===== src/hdl/nsc_pkg.sv =====
// Shared constants for the NMEA sentence checker: status codes, characters, defaults.
package nsc_pkg;

  localparam int unsigned MaxLenDefault = 256;

  localparam logic [2:0] StatusOk         = 3'd0;
  localparam logic [2:0] StatusNoDollar   = 3'd1;
  localparam logic [2:0] StatusNoChecksum = 3'd2;
  localparam logic [2:0] StatusUnreadable = 3'd3;
  localparam logic [2:0] StatusMismatch   = 3'd4;
  localparam logic [2:0] StatusTooLong    = 3'd5;

  localparam logic [7:0] ChNul    = 8'h00;
  localparam logic [7:0] ChTab    = 8'h09;
  localparam logic [7:0] ChLf     = 8'h0A;
  localparam logic [7:0] ChCr     = 8'h0D;
  localparam logic [7:0] ChSpace  = 8'h20;
  localparam logic [7:0] ChDollar = 8'h24;
  localparam logic [7:0] ChStar   = 8'h2A;
  localparam logic [7:0] ChComma  = 8'h2C;
  localparam logic [7:0] ChZero   = 8'h30;
  localparam logic [7:0] ChNine   = 8'h39;
  localparam logic [7:0] ChUpperA = 8'h41;
  localparam logic [7:0] ChUpperF = 8'h46;
  localparam logic [7:0] ChLowerA = 8'h61;
  localparam logic [7:0] ChLowerF = 8'h66;

endpackage


===== src/hdl/nmea_sentence_checker_top.sv =====
// NMEA sentence checker: per-byte checksum and field tracking with one registered result.
//
// Input channel (in_valid, in_stall, data_byte, last_byte) carries one sentence byte
// per transfer; last_byte marks the final byte of a sentence. Output channel
// (out_valid, out_stall, status, computed_sum, received_sum, field_count) carries
// one result per sentence, produced by the transfer whose last_byte is set.
// Throughput is one byte per cycle while in_stall is low: the running sums and counters
// update in the cycle of the transfer, and the result register is loaded at that same
// edge, so the result appears on the output in the cycle after the final byte is taken.
// Bytes that are not the final one are taken even while a result waits in the
// output register. A final byte is held off (in_stall high) only while the output
// register is full and out_stall is high, so no result is ever overwritten.
// Reset clears the sentence state and empties the output register; the block is
// ready for the first '$' in the next cycle. After each result the sentence state
// returns to its reset values.
module nmea_sentence_checker_top #(
  parameter int unsigned MAX_LEN = nsc_pkg::MaxLenDefault
) (
  input  logic        clk,
  input  logic        rst,
  input  logic        in_valid,
  output logic        in_stall,
  input  logic [7:0]  data_byte,
  input  logic        last_byte,
  output logic        out_valid,
  input  logic        out_stall,
  output logic [2:0]  status,
  output logic [7:0]  computed_sum,
  output logic [31:0] received_sum,
  output logic [7:0]  field_count
);

  localparam int unsigned CountW = $clog2(MAX_LEN + 1);
  localparam logic [CountW-1:0] MaxLenC = CountW'(MAX_LEN);

  typedef enum logic [1:0] {
    PH_AWAIT,
    PH_BODY,
    PH_CKSUM,
    PH_ENDED
  } phase_t;

  phase_t             phase, phase_next;
  logic [7:0]         running_xor, running_xor_next;
  logic [31:0]        hex_value, hex_value_next;
  logic [3:0]         hex_digits, hex_digits_next;
  logic               hex_ended, hex_ended_next;
  logic [7:0]         comma_count, comma_count_next;
  logic [CountW-1:0]  byte_count, byte_count_next;
  logic               bad_start, bad_start_next;
  logic               star_seen, star_seen_next;
  logic               after_any, after_any_next;
  logic               after_text, after_text_next;
  logic               too_long, too_long_next;

  logic               in_xfer;
  logic               is_hex;
  logic [3:0]         hex_nibble;
  logic               is_space;
  logic               empty_tail;
  logic [2:0]         status_next;

  assign in_stall = out_valid && out_stall && last_byte;
  assign in_xfer  = in_valid && !in_stall;

  always_comb begin
    is_hex     = 1'b1;
    hex_nibble = 4'd0;
    if (data_byte >= nsc_pkg::ChZero && data_byte <= nsc_pkg::ChNine) begin
      hex_nibble = data_byte[3:0];
    end else if (data_byte >= nsc_pkg::ChLowerA && data_byte <= nsc_pkg::ChLowerF) begin
      hex_nibble = data_byte[3:0] + 4'd9;
    end else if (data_byte >= nsc_pkg::ChUpperA && data_byte <= nsc_pkg::ChUpperF) begin
      hex_nibble = data_byte[3:0] + 4'd9;
    end else begin
      is_hex = 1'b0;
    end
  end

  assign is_space = (data_byte == nsc_pkg::ChSpace) ||
                    (data_byte >= nsc_pkg::ChTab && data_byte <= nsc_pkg::ChCr);

  always_comb begin
    phase_next       = phase;
    running_xor_next = running_xor;
    hex_value_next   = hex_value;
    hex_digits_next  = hex_digits;
    hex_ended_next   = hex_ended;
    comma_count_next = comma_count;
    byte_count_next  = byte_count;
    bad_start_next   = bad_start;
    star_seen_next   = star_seen;
    after_any_next   = after_any;
    after_text_next  = after_text;
    too_long_next    = too_long;

    priority if (phase == PH_AWAIT) begin
      if (data_byte != nsc_pkg::ChDollar) begin
        bad_start_next = 1'b1;
        phase_next     = PH_ENDED;
      end else begin
        if (byte_count >= MaxLenC) too_long_next = 1'b1;
        else byte_count_next = byte_count + CountW'(1);
        phase_next = PH_BODY;
      end
    end else if (phase != PH_ENDED && data_byte == nsc_pkg::ChNul) begin
      phase_next = PH_ENDED;
    end else if (phase == PH_BODY) begin
      if (byte_count >= MaxLenC) too_long_next = 1'b1;
      else byte_count_next = byte_count + CountW'(1);
      if (data_byte == nsc_pkg::ChStar) begin
        star_seen_next = 1'b1;
        phase_next     = PH_CKSUM;
      end else begin
        running_xor_next = running_xor ^ data_byte;
        if (data_byte == nsc_pkg::ChComma && comma_count != 8'hFF) begin
          comma_count_next = comma_count + 8'd1;
        end
      end
    end else if (phase == PH_CKSUM) begin
      if (byte_count >= MaxLenC) too_long_next = 1'b1;
      else byte_count_next = byte_count + CountW'(1);
      after_any_next = 1'b1;
      if (data_byte != nsc_pkg::ChCr && data_byte != nsc_pkg::ChLf) begin
        after_text_next = 1'b1;
      end
      if (!hex_ended) begin
        if (is_hex) begin
          hex_value_next = {hex_value[27:0], hex_nibble};
          if (hex_digits != 4'hF) hex_digits_next = hex_digits + 4'd1;
        end else if (hex_digits != 4'd0 || !is_space) begin
          hex_ended_next = 1'b1;
        end
      end
    end else begin
      phase_next = phase;
    end
  end

  assign empty_tail = (phase_next == PH_ENDED) ? !after_any_next : !after_text_next;

  always_comb begin
    priority if (bad_start_next) status_next = nsc_pkg::StatusNoDollar;
    else if (too_long_next) status_next = nsc_pkg::StatusTooLong;
    else if (!star_seen_next || empty_tail) status_next = nsc_pkg::StatusNoChecksum;
    else if (hex_digits_next == 4'd0) status_next = nsc_pkg::StatusUnreadable;
    else if (hex_value_next != {24'd0, running_xor_next}) begin
      status_next = nsc_pkg::StatusMismatch;
    end else status_next = nsc_pkg::StatusOk;
  end

  always_ff @(posedge clk) begin
    if (rst) begin
      phase       <= PH_AWAIT;
      running_xor <= 8'd0;
      hex_value   <= 32'd0;
      hex_digits  <= 4'd0;
      hex_ended   <= 1'b0;
      comma_count <= 8'd0;
      byte_count  <= '0;
      bad_start   <= 1'b0;
      star_seen   <= 1'b0;
      after_any   <= 1'b0;
      after_text  <= 1'b0;
      too_long    <= 1'b0;
      out_valid   <= 1'b0;
    end else begin
      if (in_xfer && last_byte) begin
        phase       <= PH_AWAIT;
        running_xor <= 8'd0;
        hex_value   <= 32'd0;
        hex_digits  <= 4'd0;
        hex_ended   <= 1'b0;
        comma_count <= 8'd0;
        byte_count  <= '0;
        bad_start   <= 1'b0;
        star_seen   <= 1'b0;
        after_any   <= 1'b0;
        after_text  <= 1'b0;
        too_long    <= 1'b0;
      end else if (in_xfer) begin
        phase       <= phase_next;
        running_xor <= running_xor_next;
        hex_value   <= hex_value_next;
        hex_digits  <= hex_digits_next;
        hex_ended   <= hex_ended_next;
        comma_count <= comma_count_next;
        byte_count  <= byte_count_next;
        bad_start   <= bad_start_next;
        star_seen   <= star_seen_next;
        after_any   <= after_any_next;
        after_text  <= after_text_next;
        too_long    <= too_long_next;
      end
      if (in_xfer && last_byte) begin
        out_valid <= 1'b1;
      end else if (!out_stall) begin
        out_valid <= 1'b0;
      end
    end
  end

  // Load the result register on the final byte of a sentence.
  always_ff @(posedge clk) begin
    if (in_xfer && last_byte) begin
      status       <= status_next;
      computed_sum <= running_xor_next;
      received_sum <= hex_value_next;
      field_count  <= comma_count_next;
    end
  end

endmodule


===== config.mk =====
export PLATFORM = sky130hd
export DESIGN_NAME = nmea_sentence_checker_top
export DESIGN_NICKNAME = d
export VERILOG_FILES = /design/src/hdl/nsc_pkg.sv /design/src/hdl/nmea_sentence_checker_top.sv
export SDC_FILE = /design/constraint.sdc
export NUM_CORES = 1
export LEC_CHECK = 0
export BUFFER_PORTS_ARGS = -buffer_cell sky130_fd_sc_hd__buf_2
export CORE_ASPECT_RATIO = 1.25
export CORE_MARGIN = 2
export CORE_UTILIZATION = 50
export DETAILED_ROUTE_END_ITERATION = 8
export PLACE_DENSITY_LB_ADDON = 0.2
export SKIP_LAST_GASP = 1
export SYNTH_ARGS = -nofsm -noshare
export SYNTH_HDL_FRONTEND = slang
export SYNTH_SLANG_ARGS = --single-unit

===== constraint.sdc =====
create_clock -name clk -period 3.8 [get_ports clk]
set_clock_uncertainty 0.05 [all_clocks]
set_input_delay 0.57 -clock clk [delete_from_list [all_inputs] [get_ports clk]]
set_output_delay 0.57 -clock clk [all_outputs]
set_load 0.005 [all_outputs]

Word-level counts from Yosys, hierarchy flattened
Cells that the tools add are included.

word-level totals
  input bits = 13
  word-level logic and storage cells = 149
  register bits = 121
  output and inout port bits = 53

cells by class
  equal/unequal tests = 16
  mux-type cells = 70
  reductions and logical operators = 28
  bitwise logic cells = 4
  order comparisons = 9
  $add $sub $neg = 4

operators by type and width
  cell                                                               count
  two-way mux 32 bit                                                 6
  two-way mux 8 bit                                                  9
  two-way mux 9 bit                                                  6
  two-way mux 4 bit                                                  10
  inequality test 32 x 8 -> 1 bit                                    1
  two-way mux 1 bit                                                  30
  == test 8 x 6 -> 1 bit, second input constant                      3
  greater-or-equal comparator 8 x 7 -> 1 bit, second input constant  2
  less-or-equal comparator 8 x 7 -> 1 bit, second input constant     2
  inequality test 8 x 4 -> 1 bit, second input constant              2
  two-way mux 3 bit                                                  4
  logical AND 1 bit                                                  11
  two-way mux 2 bit                                                  5
  adder 9 x 1 -> 9 bit, second input constant                        1
  greater-or-equal comparator 9 bit, second input constant           1
  adder 8 x 1 -> 8 bit, second input constant                        1
  greater-or-equal comparator 8 x 4 -> 1 bit, second input constant  1
  greater-or-equal comparator 8 x 6 -> 1 bit, second input constant  1
  less-or-equal comparator 8 x 4 -> 1 bit, second input constant     1
  less-or-equal comparator 8 x 6 -> 1 bit, second input constant     1
  logical NOT 8 bit                                                  1
  inequality test 8 x 6 -> 1 bit, second input constant              1
  inequality test 8 bit, second input constant                       1
  XOR 8 bit                                                          1
  17 further kinds                                                   29

Longest topological paths before layout
Gate-level depths: netlist of the first run.

  word-level depth = 16
  depth in mapped cells = 13
  gate-level depth less buffers = 9

Least setup slack after synthesis of the first run
No wires, ideal clock.

  kind = input to register
  start point = input port data_byte[1]
  end point = register status[0], data pin
  setup slack = 0.432 ns
  library setup time = 0.265 ns
  stages on the path = 12
  arrival = 3.052 ns
  buffers on the path = 3
  data required time = 3.485 ns
  cells stage by stage = clkbuf_1 inv_1 ha_1 or3b_2 or2_1 buf_6 and2_4 or2_1 buf_6 mux2_4 nor3b_1 or3_1

on the way
  cells in the longest elaborated chain, start to end = 14
  elaborated cells on any way between the ends = 56
  those cells by class = order compare (6); eq/ne (5); mux (33); reduce/logical (12)

ends and longest elaborated chain
  what                                                                                                   line                              text
  start, declared                                                                                        nmea_sentence_checker_top.sv:23   input logic [7:0] data_byte,
  greater-or-equal comparator 8 x 7 -> 1 bit or less-or-equal comparator 8 x 7 -> 1 bit (tied branches)  nmea_sentence_checker_top.sv:73   end else if (data_byte >= nsc_pkg::ChUpperA && data_byte <= nsc_pkg::ChUpperF) begin
  logical AND 1 bit                                                                                      nmea_sentence_checker_top.sv:73
  two-way mux 1 bit                                                                                      nmea_sentence_checker_top.sv:73
  two-way mux 1 bit                                                                                      nmea_sentence_checker_top.sv:71   end else if (data_byte >= nsc_pkg::ChLowerA && data_byte <= nsc_pkg::ChLowerF) begin
  two-way mux 1 bit                                                                                      nmea_sentence_checker_top.sv:69   if (data_byte >= nsc_pkg::ChZero && data_byte <= nsc_pkg::ChNine) begin
  two-way mux 4 bit                                                                                      nmea_sentence_checker_top.sv:128  if (is_hex) begin
  two-way mux 4 bit                                                                                      nmea_sentence_checker_top.sv:127  if (!hex_ended) begin
  two-way mux 4 bit                                                                                      nmea_sentence_checker_top.sv:120  end else if (phase == PH_CKSUM) begin
  two-way mux 4 bit                                                                                      nmea_sentence_checker_top.sv:108  end else if (phase == PH_BODY) begin
  two-way mux 4 bit                                                                                      nmea_sentence_checker_top.sv:106  end else if (phase != PH_ENDED && data_byte == nsc_pkg::ChNul) begin
  two-way mux 4 bit                                                                                      nmea_sentence_checker_top.sv:97   priority if (phase == PH_AWAIT) begin
  logical NOT 4 bit                                                                                      nmea_sentence_checker_top.sv:146  else if (hex_digits_next == 4'd0) status_next = nsc_pkg::StatusUnreadable;
  two-way mux 3 bit                                                                                      nmea_sentence_checker_top.sv:146
  two-way mux 3 bit                                                                                      nmea_sentence_checker_top.sv:145  else if (!star_seen_next || empty_tail) status_next = nsc_pkg::StatusNoChecksum;
  end signal, assigned                                                                                   nmea_sentence_checker_top.sv:206  status <= status_next;
  end, declared                                                                                          nmea_sentence_checker_top.sv:27   output logic [2:0] status,

Several ways; a longest one is shown, not always the timed one.
A chain may end at the register's enable or synchronous reset.

Final worst setup path of the first run
  start point = input port data_byte[0]
  end point = register status[2], data pin

on the way
  cells in the longest elaborated chain, start to end = 16
  elaborated cells on any way between the ends = 73
  those cells by class = add/sub (1); order compare (6); eq/ne (6); mux (48); bitwise (1); reduce/logical (11)

ends and longest elaborated chain
  what                                                                                                   line                              text
  greater-or-equal comparator 8 x 7 -> 1 bit or less-or-equal comparator 8 x 7 -> 1 bit (tied branches)  nmea_sentence_checker_top.sv:73
  logical AND 1 bit                                                                                      nmea_sentence_checker_top.sv:73
  two-way mux 4 bit or two-way mux 1 bit (tied branches)                                                 nmea_sentence_checker_top.sv:73
  two-way mux 4 bit or two-way mux 1 bit (tied branches)                                                 nmea_sentence_checker_top.sv:71
  two-way mux 4 bit or two-way mux 1 bit (tied branches)                                                 nmea_sentence_checker_top.sv:69
  two-way mux 32 bit                                                                                     nmea_sentence_checker_top.sv:128
  two-way mux 32 bit                                                                                     nmea_sentence_checker_top.sv:127
  two-way mux 32 bit                                                                                     nmea_sentence_checker_top.sv:120
  two-way mux 32 bit                                                                                     nmea_sentence_checker_top.sv:108
  two-way mux 32 bit                                                                                     nmea_sentence_checker_top.sv:106
  two-way mux 32 bit                                                                                     nmea_sentence_checker_top.sv:97
  inequality test 32 x 8 -> 1 bit                                                                        nmea_sentence_checker_top.sv:147  else if (hex_value_next != {24'd0, running_xor_next}) begin
  two-way mux 3 bit                                                                                      nmea_sentence_checker_top.sv:147
  two-way mux 3 bit                                                                                      nmea_sentence_checker_top.sv:146
  two-way mux 3 bit                                                                                      nmea_sentence_checker_top.sv:145
  two-way mux 3 bit                                                                                      nmea_sentence_checker_top.sv:144  else if (too_long_next) status_next = nsc_pkg::StatusTooLong;

Several ways; a longest one is shown, not always the timed one.

==> run_results.csv, run 1 <==
group,metric,value,unit
setup_path,cp_cell_sequence,"buf_2 -> inv_1 -> ha_1 -> or3b_2 -> or2_1 -> a31oi_1 -> nor2_1 -> o311a_1 -> a2111oi_0 -> a211oi_1",
drt,avgViaCountPerCell,5.51,
placed_design,dpl_cell_area,6110,sq um
drt,drt_iter0_markers,201,
synth,synth.largest_area_cell,"edfxtp_1",
synth,synth_area,5680,sq um
timing,fin_ws,0.599,ns
grt,grt_pass1_wl,21200,microns
synth,synthFlopType,"dfxtp_1",
grt,grt-ovfl-total,0,
setup_path,start_kind,"input port",
floorplanning,die_y,123,microns
synth,yosysSeqAreaShare,0.516,
floorplanning,fp-row-count,43,
cts,clockRootBuffer,"clkbuf_16",
cells_and_area,antennaDiodeCount,0,
timing,worst_slew_pin_slew,0.751,ns
cts,cts_buffers,17,
worst_hold_path,hp-class,"input port to flop",
grt,grt_antenna_before_repair,0,
setup_path,r2r_setup_slack,0.88,ns
setup_path,crit_type,"input port to flop",
floorplanning,start_util,0.513,
synth,synth_edf_count,51,
cells_and_area,fillers,937,
setup_path,cp-end-kind,"flop",
placed_design,dp_hpwl,8950,microns
synth,async_flop_share,0,
placed_design,portBuffers,65,
floorplanning,dieArea,12200,sq um
cts,cts_hold_buf,0,
floorplanning,die_x,99.3,microns
setup_path,slowest_delay,0.51,ns
cts,clock_path_buffers,2,
power,p_leak,0.00274,uW
drt,wl_per_cell,15.7,microns
grt,grtUsageTotal,0.222,
cts,htreeDepth,4,
cells_and_area,final_common_cell,"nand2_1",
floorplanning,core_area,11100,sq um
cts,cts_sinks,121,
cells_and_area,drive_gt1_frac,0.172,
placed_design,place_inst,800,
timing,period_share,0.842,
setup_path,worstPathMaxFanout,9,
power,irDropWorstVdd,0.000331,V
timing,slew_headroom,0.499,
floorplanning,num_io_pins,66,
drt,drt-total-wl,13100,microns
flow_run,cap_violations,0,
synth,yosysWarnings,0,
drt,ant_nets,0,
synth,ys_seq_elements,121,
timing,finalHoldViolations,0,
timing,fin_tns_setup,0,ns
cts,post-cts-setup-buffers,0,
power,power_density,505,nW/um^2
grt,grt_start_max_net_pins,53,
timing,fin_crit,3.20,ns
outcome,status,"finished clean",
cts,cts_tree,"yes",
drt,first_pass_iters,6,
cells_and_area,syn_to_final_growth,19.3,%
synth,avgSynthCellArea,9.10,sq um
cells_and_area,final_area,6780,sq um
cells_and_area,final_cell_mix,"nand2_1 (160), dfxtp_1 (70), buf_2 (65)",
synth,synth.distinct_cells,57,
cells_and_area,nets,706,
drt,drc,0,
synth,synthTopCellsByArea,"edfxtp_1 (27%), dfxtp_1 (25%), nand2_1 (11%)",
grt,grt_pass1_vias,4333,
synth,postSynthCellCount,624,
setup_path,slowest_stage,"or3b_2",
timing,rsz0062_at_grt,"no",
drt,via_count,4582,
timing,fmaxAchievable,0.312,GHz
cells_and_area,layoutNonFillerInstCount,832,
setup_path,arrival,3.30,ns
placed_design,gp_congestion,0.857,
cts,cts_resized,0,
cts,clkTransAtPathRegs,0.06,ns
synth,synth_top_cell_area_share,0.270,
power,p_total,3420,uW
placed_design,dpl_worst_slack,0.222,ns
timing,final_max_slew_viol_count,0,
synth,syn_nets,646,
setup_path,worst_ep_required_time,3.90,ns
timing,finalSetupViolations,0,
cts,clock_latency,0.42,ns
-- per-layer routing --
layer | share of wire | global-route usage | wire (microns) | vias up
met1 | 0.41 | 0.258 | 5360 | 2169
li1 | - | - | - | 2264
met2 | 0.52 | 0.391 | 6810 | 133
met5 | 0 | 0 | 0 | -
met4 | 0.019 | 0.0942 | 250 | 0
met3 | 0.051 | 0.0537 | 671 | 16
-- cell type report --
type,instances,area (sq um),share of cell area
Clock buffer,17,425,0.0628
Tap cell,135,169,0.0249
Multi-Input combinational cell,448,2530,0.373
Sequential cell,121,2930,0.433
Timing Repair Buffer,76,408,0.0602
Clock inverter,15,239,0.0353
Inverter,20,75.1,0.0111
-- flip-flops by register name, indices dropped and copies added (netlist names) --
register	cells
field_count	8
out_valid	1
computed_sum	8
phase	2
too_long	1
star_seen	1
comma_count	8
hex_ended	1
running_xor	8
bad_start	1
hex_digits	4
byte_count	9
after_any	1
hex_value	32
received_sum	32
after_text	1
status	3
-- critical path, delay by kind of cell --
family / cells / cell delay [ns]
AND/OR/NAND/NOR: 3 / 0.97
AO/OA/AOI/OAI: 4 / 1.22
adder cells (fa/ha/maj): 1 / 0.26
buffers and inverters: 2 / 0.30
-- kinds of logic after synthesis --
kind of cell	Yosys count	synth area share
and+or+nand+nor	289	0.228
muxes	14	0.0262
buffers and inverters	55	0.0392
xor gates and xnor gates	44	0.0703
adders and majority gates	9	0.0198
DFF	121	0.516
AOI/OAI and AO/OA	92	0.0998
-- worst paths after layout --
check,to,from,depth (start not counted)
max reg2reg,status[2]$_SDFFCE_PP0P_,phase[1]$_SDFFE_PP0P_,9
min reg2reg,hex_value[31]$_SDFFE_PP0P_,hex_value[31]$_SDFFE_PP0P_,2
max,status[2]$_SDFFCE_PP0P_,data_byte[0],10
min,out_valid$_SDFFE_PP0P_,rst,2
-- Yosys cell counts, drive strengths merged, types with 5 or more instances --
cell type,number
xor2,20
dfxtp,70
xnor2,23
buf,6
nor2,53
a211oi,7
o21ai,11
nand4,5
edfxtp,51
mux2i,10
nor4,7
or3,7
nor3,6
a21oi,46
and3,6
nand2,160
clkbuf,29
nand3,12
ha,9
inv,20
-- stage by stage --
stage | hold slack, ns | util
finish | 0.271 | 0.612
global route | 0.268 | 0.612
CTS | 0.269 | 0.612
detailed placement | 0.413 | 0.552
global placement | 0.402 | 0.552
floorplan | 0.390 | -
-- power breakdown --
part / leakage (uW) / internal (uW) / switching (uW)
registers: 0.00105 / 1390 / 15.4
clock network: 0.000321 / 1180 / 634
logic: 0.00137 / 73.3 / 133
Power figures use the tool's default switching activity.
==> run 2: changes to the inputs <==
--- a/config.mk
+++ b/config.mk
@@ -5,6 +5,7 @@
 export SDC_FILE = /design/constraint.sdc
 export NUM_CORES = 1
 export LEC_CHECK = 0
+export ABC_AREA = 1
 export BUFFER_PORTS_ARGS = -buffer_cell sky130_fd_sc_hd__buf_2
 export CORE_ASPECT_RATIO = 1.25
 export CORE_MARGIN = 2
==> constraint.sdc (replaced) <==
create_clock -name clk -period 2.9 [get_ports clk]
set_clock_uncertainty 0.05 [all_clocks]
set_input_delay 0.435 -clock clk [delete_from_list [all_inputs] [get_ports clk]]
set_output_delay 0.435 -clock clk [all_outputs]
set_load 0.005 [all_outputs]
==> run_results.csv, run 2 <==
group,metric,value,unit
drt,drt_iter0_markers,260,
cts,cts_buffers,17,
timing,worst_slew_pin_slew,0.630,ns
synth,syn_nets,773,
power,irDropWorstVdd,0.000429,V
grt,grt_pass1_wl,22300,microns
cts,cts_sinks,121,
floorplanning,die_y,125,microns
setup_path,start_kind,"input port",
outcome,status,"finished clean",
cells_and_area,final_common_cell,"nand2_1",
flow_run,cap_violations,0,
power,p_leak,0.00336,uW
cells_and_area,drive_gt1_frac,0.159,
cells_and_area,nets,841,
timing,finalSetupViolations,0,
drt,drc,0,
placed_design,portBuffers,65,
setup_path,cp-end-kind,"flop",
synth,synth.largest_area_cell,"edfxtp_1",
floorplanning,die_x,101,microns
floorplanning,num_io_pins,66,
cells_and_area,final_cell_mix,"nand2_1 (149), nor2_1 (115), inv_1 (100)",
setup_path,r2r_cells,16,
drt,met2RoutedLength,6730,microns
drt,first_pass_iters,5,
cts,htreeDepth,4,
timing,final_max_slew_viol_count,0,
synth,yosysWarnings,0,
setup_path,r2r_setup_slack,0.60,ns
floorplanning,fp-row-count,44,
placed_design,gp_congestion,0.898,
grt,grt_start_max_net_pins,59,
setup_path,r2r-start,"phase[1]$_SDFFE_PP0P_",
timing,period_share,0.848,
synth,ys_seq_elements,121,
timing,fmaxAchievable,0.406,GHz
synth,synthFlopType,"dfxtp_1",
synth,synth_area,5830,sq um
cts,cts_resized,0,
synth,postSynthCellCount,751,
timing,fin_crit,2.46,ns
cells_and_area,syn_to_final_growth,17.3,%
cts,clockRootBuffer,"clkbuf_16",
synth,synth_top_cell_area_share,0.263,
floorplanning,core_area,11500,sq um
drt,wl_met1,5950,microns
power,p_total,4280,uW
grt,grt-ovfl-total,0,
setup_path,crit_type,"input port to flop",
grt,grt_pass1_vias,4758,
cells_and_area,antennaDiodeCount,0,
drt,wl_per_cell,14.0,microns
cts,clock_latency,0.42,ns
worst_hold_path,hp-class,"input port to flop",
timing,finalHoldViolations,0,
setup_path,worstPathMaxFanout,12,
timing,fin_tns_setup,0,ns
synth,async_flop_share,0,
placed_design,dp_hpwl,9470,microns
cts,clock_path_buffers,2,
synth,yosys-top-cells-count,"nand2_1 (149), nor2_1 (115), inv_1 (101), dfxtp_1 (70), o21ai_0 (61)",
floorplanning,dieArea,12500,sq um
floorplanning,start_util,0.506,
cts,cts_hold_buf,0,
drt,avgViaCountPerCell,5.20,
drt,ant_nets,0,
worst_hold_path,min_to,"out_valid$_SDFFE_PP0P_",
synth,synth.distinct_cells,39,
synth,avgSynthCellArea,7.76,sq um
grt,grtUsageTotal,0.226,
power,power_density,626,nW/um^2
setup_path,r2r-end,"status[2]$_SDFFCE_PP0P_",
drt,wl_met3,532,microns
cts,cts_tree,"yes",
worst_hold_path,hp-start,"rst",
grt,grt_antenna_before_repair,0,
synth,synth.most_common_cell,"nand2_1",
synth,synthTopCellsByArea,"edfxtp_1 (26%), dfxtp_1 (24%), nand2_1 (9.6%)",
worst_hold_path,holdPathStages,4,
setup_path,worst_ep_required_time,3.01,ns
timing,slew_headroom,0.580,
drt,via_count,5041,
synth,yosysSeqAreaShare,0.503,
cells_and_area,largestRegisters,"hex_value x32, received_sum x32, byte_count x9",
drt,routed.top_layer,"met4",
synth,synth_edf_count,51,
timing,rsz0062_at_grt,"no",
cts,post-cts-setup-buffers,0,
cts,clkTransAtPathRegs,0.05,ns
setup_path,arrival,2.57,ns
drt,drt-total-wl,13500,microns
-- run 2: layer usage --
layer | GRT usage | vias up
met5 | 0 | -
met3 | 0.0516 | 27
met1 | 0.276 | 2341
met2 | 0.383 | 121
met4 | 0.0894 | 0
li1 | - | 2552
-- run 2: report_power, final --
part	internal, uW	total (uW)	leakage (uW)	switching [uW]
Clock	1180	1900	0.000250	720
Combinational	153	458	0.00205	305
Sequential	1870	1920	0.00106	47.2
-- run 2: worst max path at each step --
| stage | endpoint | cells after the start | slack [ns] | startpoint |
|---|---|---|---|---|
| 6_report | status[2]$_SDFFCE_PP0P_ | 19 | 0.44 | data_byte[0] |
| 3_5_place_dp | status[2]$_SDFFCE_PP0P_ | 19 | 0.05 | data_byte[0] |
| 4_1_cts | status[2]$_SDFFCE_PP0P_ | 19 | 0.47 | data_byte[0] |
| 2_1_floorplan | computed_sum[0]$_DFFE_PP_ | 8 | 0.44 | out_stall |
| 3_3_place_gp | status[2]$_SDFFCE_PP0P_ | 19 | 0.16 | data_byte[0] |
| 5_1_grt | status[2]$_SDFFCE_PP0P_ | 19 | 0.20 | data_byte[0] |
-- run 2: cell type report --
| class | count | area, sq um |
|---|---|---|
| clock buffer | 21 | 450 |
| clock inverter | 11 | 81.3 |
| fill | 1033 | 4670 |
| inverter | 112 | 422 |
| multi-input combinational | 490 | 2330 |
| sequential | 121 | 2930 |
| tap | 138 | 173 |
| timing repair buffer | 77 | 440 |
-- run 2: logic make-up after synthesis --
family,after synthesis,synth area share
adders and majority gates,9,0.0193
DFF,121,0.503
and+or+nand+nor,358,0.261
buffers and inverters,140,0.0962
xor gates and xnor gates,11,0.0165
AOI/OAI and AO/OA,112,0.104
-- run 2: through the flow --
step | hold WS (ns) | util | setup slack [ns] | cells | cell area [sq um]
after floorplan | 0.385 | - | 0.444 | 751 | 5830
after global placement | 0.399 | 0.548 | 0.160 | 938 | 6300
after detailed placement | 0.398 | 0.548 | 0.0473 | 938 | 6300
after CTS | 0.199 | 0.594 | 0.471 | 970 | 6830
after global routing | 0.228 | 0.594 | 0.204 | 970 | 6830
final | 0.212 | 0.594 | 0.440 | 970 | 6830
-- run 2: worst max-delay path, cell delays in order --
cell	delay, ns
buf_2	0.15
inv_1	0.12
ha_1	0.18
inv_1	0.05
nand3_1	0.12
nand3_2	0.15
nand2_4	0.13
nand2_2	0.15
buf_4	0.23
nand2_1	0.07
nand2_1	0.09
nor2_1	0.15
nand2_1	0.11
nor2_1	0.12
nand2_1	0.06
nor2_1	0.08
nand2_1	0.07
nand2_1	0.05
a21oi_1	0.06
